==> src/hdl/lzwc_pkg.sv <==
// ----------------------------------------------------------------------------
// LZW compressor package
// Shared dictionary entry type and fixed constants.
// ----------------------------------------------------------------------------
package lzwc_pkg;

    localparam int CODE_W = 16;
    localparam int BYTE_W = 8;
    localparam int KEY_W  = CODE_W + 1;

    localparam logic [CODE_W-1:0] PROBE_SKIP = 16'd101;
    localparam logic [KEY_W-1:0]  KEY_SET    = 17'h08000;

    typedef struct packed {
        logic              used;
        logic [CODE_W-1:0] link;
        logic [CODE_W-1:0] prefix;
        logic [BYTE_W-1:0] suffix;
    } t_entry;

endpackage

==> src/hdl/lzwc_hash.sv <==
// ----------------------------------------------------------------------------
// LZW mid-square hash
// Two-stage pipeline: key register, then squared key register.
// ----------------------------------------------------------------------------
module lzwc_hash (
    input  logic                           i_clk,
    input  logic [lzwc_pkg::CODE_W-1:0]    i_pred,
    input  logic [lzwc_pkg::BYTE_W-1:0]    i_foll,
    output logic [lzwc_pkg::CODE_W-1:0]    o_idx
);
    import lzwc_pkg::*;

    logic [KEY_W-1:0]   r_key;
    logic [2*KEY_W-1:0] r_sq;

    always_ff @(posedge i_clk) begin
        r_key <= (KEY_W'(i_pred) + KEY_W'(i_foll)) | KEY_SET;
        r_sq  <= (2*KEY_W)'(r_key) * (2*KEY_W)'(r_key);
    end

    assign o_idx = r_sq[8 +: CODE_W];

endmodule

==> config.mk <==
export PLATFORM = sky130hd
export DESIGN_NAME = lzwc_hash
export DESIGN_NICKNAME = d
export VERILOG_FILES = /design/src/hdl/lzwc_pkg.sv /design/src/hdl/lzwc_hash.sv
export SDC_FILE = /design/constraint.sdc
export NUM_CORES = 1
export LEC_CHECK = 0
export BUFFER_PORTS_ARGS = -buffer_cell sky130_fd_sc_hd__buf_2
export CORE_ASPECT_RATIO = 1.5
export CORE_UTILIZATION = 25
export CTS_BUF_LIST = sky130_fd_sc_hd__clkbuf_4 sky130_fd_sc_hd__clkbuf_8
export DETAILED_ROUTE_END_ITERATION = 12
export SLEW_MARGIN = 20
export SYNTH_ARGS = -nofsm -noshare
export SYNTH_HDL_FRONTEND = slang
export SYNTH_SLANG_ARGS = --single-unit
export TNS_END_PERCENT = 100
==> constraint.sdc <==
create_clock -name i_clk -period 10.32 [get_ports i_clk]
set_input_delay 0.516 -clock i_clk [delete_from_list [all_inputs] [get_ports i_clk]]
set_output_delay 0.516 -clock i_clk [all_outputs]
set_load 0.03 [all_outputs]
==> impl_metrics.yaml <==
timing:
  tns_ps: 0
  worst_pin_slew_ps: 737
  slew_headroom_pct: 50.8
  setup_viol: 0
  layout_min_cycle_time_ps: 5960
  period_share_pct: 57.7
  max_freq_mhz: 168
  skew_ps: 23.4
  rsz0062_at_grt: "false"
  final-hold-violation-count: 0
  slew_viol_final: 0
worst_setup_path:
  critPathCapture: "r_sq[22]$_DFF_P_"
  slowest_stage: "dfxtp_1"
  cp.arrival_ps: 6220
  cp-startpoint: "r_key[5]$_DFF_P_"
  crit_chain: "inv_1 > nor2_1 > fa_1 > inv_1 > fa_1 > fa_1 > inv_1 > fa_1 > fa_1 > inv_1 > fa_1 > inv_1 > ha_1 > a211oi_1 > nor2_1 > nor3_1 > o21ai_0 > or2_4 > a21oi_1 > xnor2_1"
  startpoint_type: "flop"
  timing.rr.end: "r_sq[22]$_DFF_P_"
  reg2reg_depth: 20
  reg2reg_from: "r_key[5]$_DFF_P_"
  crit_top_cell: "fa_1"
  critPathMaxStageDelay_ps: 770
  crit_type: "flop to flop"
  end_kind: "flop"
  rrSetupSlack_ps: 4360
  cp_max_fo: 17
  worstPathRequired_ps: 10580
placed_design:
  gp_congestion: 0.867
  placedCellCount: 1146
  io_buffers: 40
  hpwl_um: 14300
detailed_routing:
  vias: 4822
  avgViaCountPerCell: 4.17
  wirelength_um: 16000
  ant_nets: 0
  wire_per_inst_um: 13.8
  dr.pass1.iters: 4
  drt-initial-drc-count: 191
  route.detailed.drc: 0
cells_and_area:
  fillerInstances: 3025
  drive_above_1_share_pct: 7.05
  area_growth_pct: 9.60
  final_cells: 1157
  num-nets-final: 1069
floorplan:
  core_um2: 28200
  pin_count: 41
  start_util_pct: 25.6
  die_area_um2: 29500
  row_count: 75
  die_width_um: 141
  die_h_um: 210
clock_network:
  clk_pin_slew_worst_paths_ps: 90
  cts-hold-fix-buffers: 0
  cts_resized: 0
  cts_root_buffer: "clkbuf_8"
  h-tree-depth: 2
  post_cts_buffers: 0
  cts_tree: "done"
  cts.sinks: 32
  clk_latency_ps: 330
  numCtsBuffers: 5
  cts_buffer_depth: 2
global_routing:
  gr-total-overflow: 0
  grt_pass1_vias: 5686
  grt_max_degree: 19
  antenna_found_initial: 3
  track_usage_pct: 12.0
  grt_pass1_wl_um: 27100
worst_hold_path:
  hp-class: "primary input to flop"
yosys:
  yosys.area_share.adder_pct: 57.7
  ys_warn_count: 0
  synth_seq_area_share_pct: 8.89
  synth_edf_count: 0
  syn-cell-area_um2: 7210
  synth_compound_area_share_pct: 4.53
  muxShareOfSynthArea_pct: 0
  synth_area_per_cell_um2: 9.29
  synth_xor_area_share_pct: 4.98
  synth_ff_type: "dfxtp_1"
  yosys_register_bits: 32
  synth_cells: 776
  synth_cell_types: 35
  synthSimpleGateAreaFrac_pct: 9.91
  async_flop_share_pct: 0
  syn_nets: 1038
  synth_top_family_by_area: "adder cells"
run_status:
  status: "finished clean"
run:
  max_cap_viol_count: 0
==> synth_stat cells (all sizes together), types with 3 or more instances <==
cell    number  area share, %
clkbuf      16           0.83
nor2        23            1.2
nor2b        5           0.43
o21ai       10           0.69
nand2       69            3.6
xor2         9            1.1
or2          3           0.30
and3         3           0.26
xnor2       32            3.9
fa         159             44
nor3         4           0.28
and2        33            2.9
nand3        7           0.49
a21o         3           0.31
a21oi       19            1.4
dfxtp       32            8.9
inv        252             13
ha          78             14
==> logic make-up (layout without fill, tap and decap cells) <==
kind of cell / Yosys count / count (layout)
other cells: 0 / 3
simple gates: 152 / 152
flops: 32 / 32
fa+ha+maj: 237 / 237
buf+inv: 268 / 300
xor+xnor: 41 / 41
compound gates: 46 / 46
==> sequential cells by signal, indices dropped and copies added, names as in the netlist <==
register	cells
r_sq	16
r_key	16
==> layout make-up <==
cell class	count	area (µm²)	share of cell area, %
multi-input combinational	476	5560	70.4
clock inverter	2	35.0	0.444
antenna	3	7.51	0.0951
inverter	252	946	12.0
sequential	32	641	8.11
timing repair buffer	40	200	2.53
clock buffer	6	76.3	0.966
tap	346	433	5.48
==> per-layer routing <==
metal	track usage [%]	wire length, µm	vias to the layer above
met5	0	0	-
met4	7.61	866	0
met3	1.32	351	39
met2	23.7	9100	80
met1	11.6	5680	2427
li1	-	-	2276
==> critical path: cells and delay by family (launching register included) <==
family	cells	cell delay [ps]
AOI/OAI and AO/OA	3	550
xor gates and xnor gates	1	140
adders and majority gates	7	3170
buffers and inverters	5	410
DFF	1	770
and+or+nand+nor	4	860
==> worst min path at each step <==
| stage | from | end | slack, ps | cells after the start |
|---|---|---|---|---|
| 4_1_cts | i_pred[14] | r_key[14]$_DFF_P_ | 380 | 2 |
| 5_1_grt | i_pred[14] | r_key[14]$_DFF_P_ | 400 | 2 |
| 2_1_floorplan | i_pred[8] | r_key[8]$_DFF_P_ | 610 | 1 |
| 3_5_place_dp | i_pred[10] | r_key[10]$_DFF_P_ | 730 | 2 |
| 6_report | i_pred[14] | r_key[14]$_DFF_P_ | 390 | 2 |
| 3_3_place_gp | i_pred[10] | r_key[10]$_DFF_P_ | 730 | 2 |
==> per-stage QoR <==
step | setup slack [ps] | util, % | area, µm² | hold slack, ps
finish | 4360 | 28.1 | 7900 | 388
global route | 3850 | 28.1 | 7900 | 399
CTS | 4340 | 28.0 | 7890 | 382
detailed placement | 4350 | 27.6 | 7780 | 727
global placement | 4470 | 27.6 | 7780 | 729
floorplan | 4780 | - | 7210 | 613
==> layout by cell type (no fill, tap or decap), drive strengths merged, types with 4 or more instances in the layout <==
cell type	synthesis	layout
o21ai	10	10
nand3	7	7
xnor2	32	32
dfxtp	32	32
fa	159	159
nand2	69	69
ha	78	78
a21oi	19	19
xor2	9	9
nor2b	5	5
clkbuf	16	6
and2	33	33
nor3	4	4
nor2	23	23
inv	252	252
buf	0	40
Power is left out: the tool's default activity adds up to more than one toggle a clock period on the data nets, which glitch-free logic cannot reach.
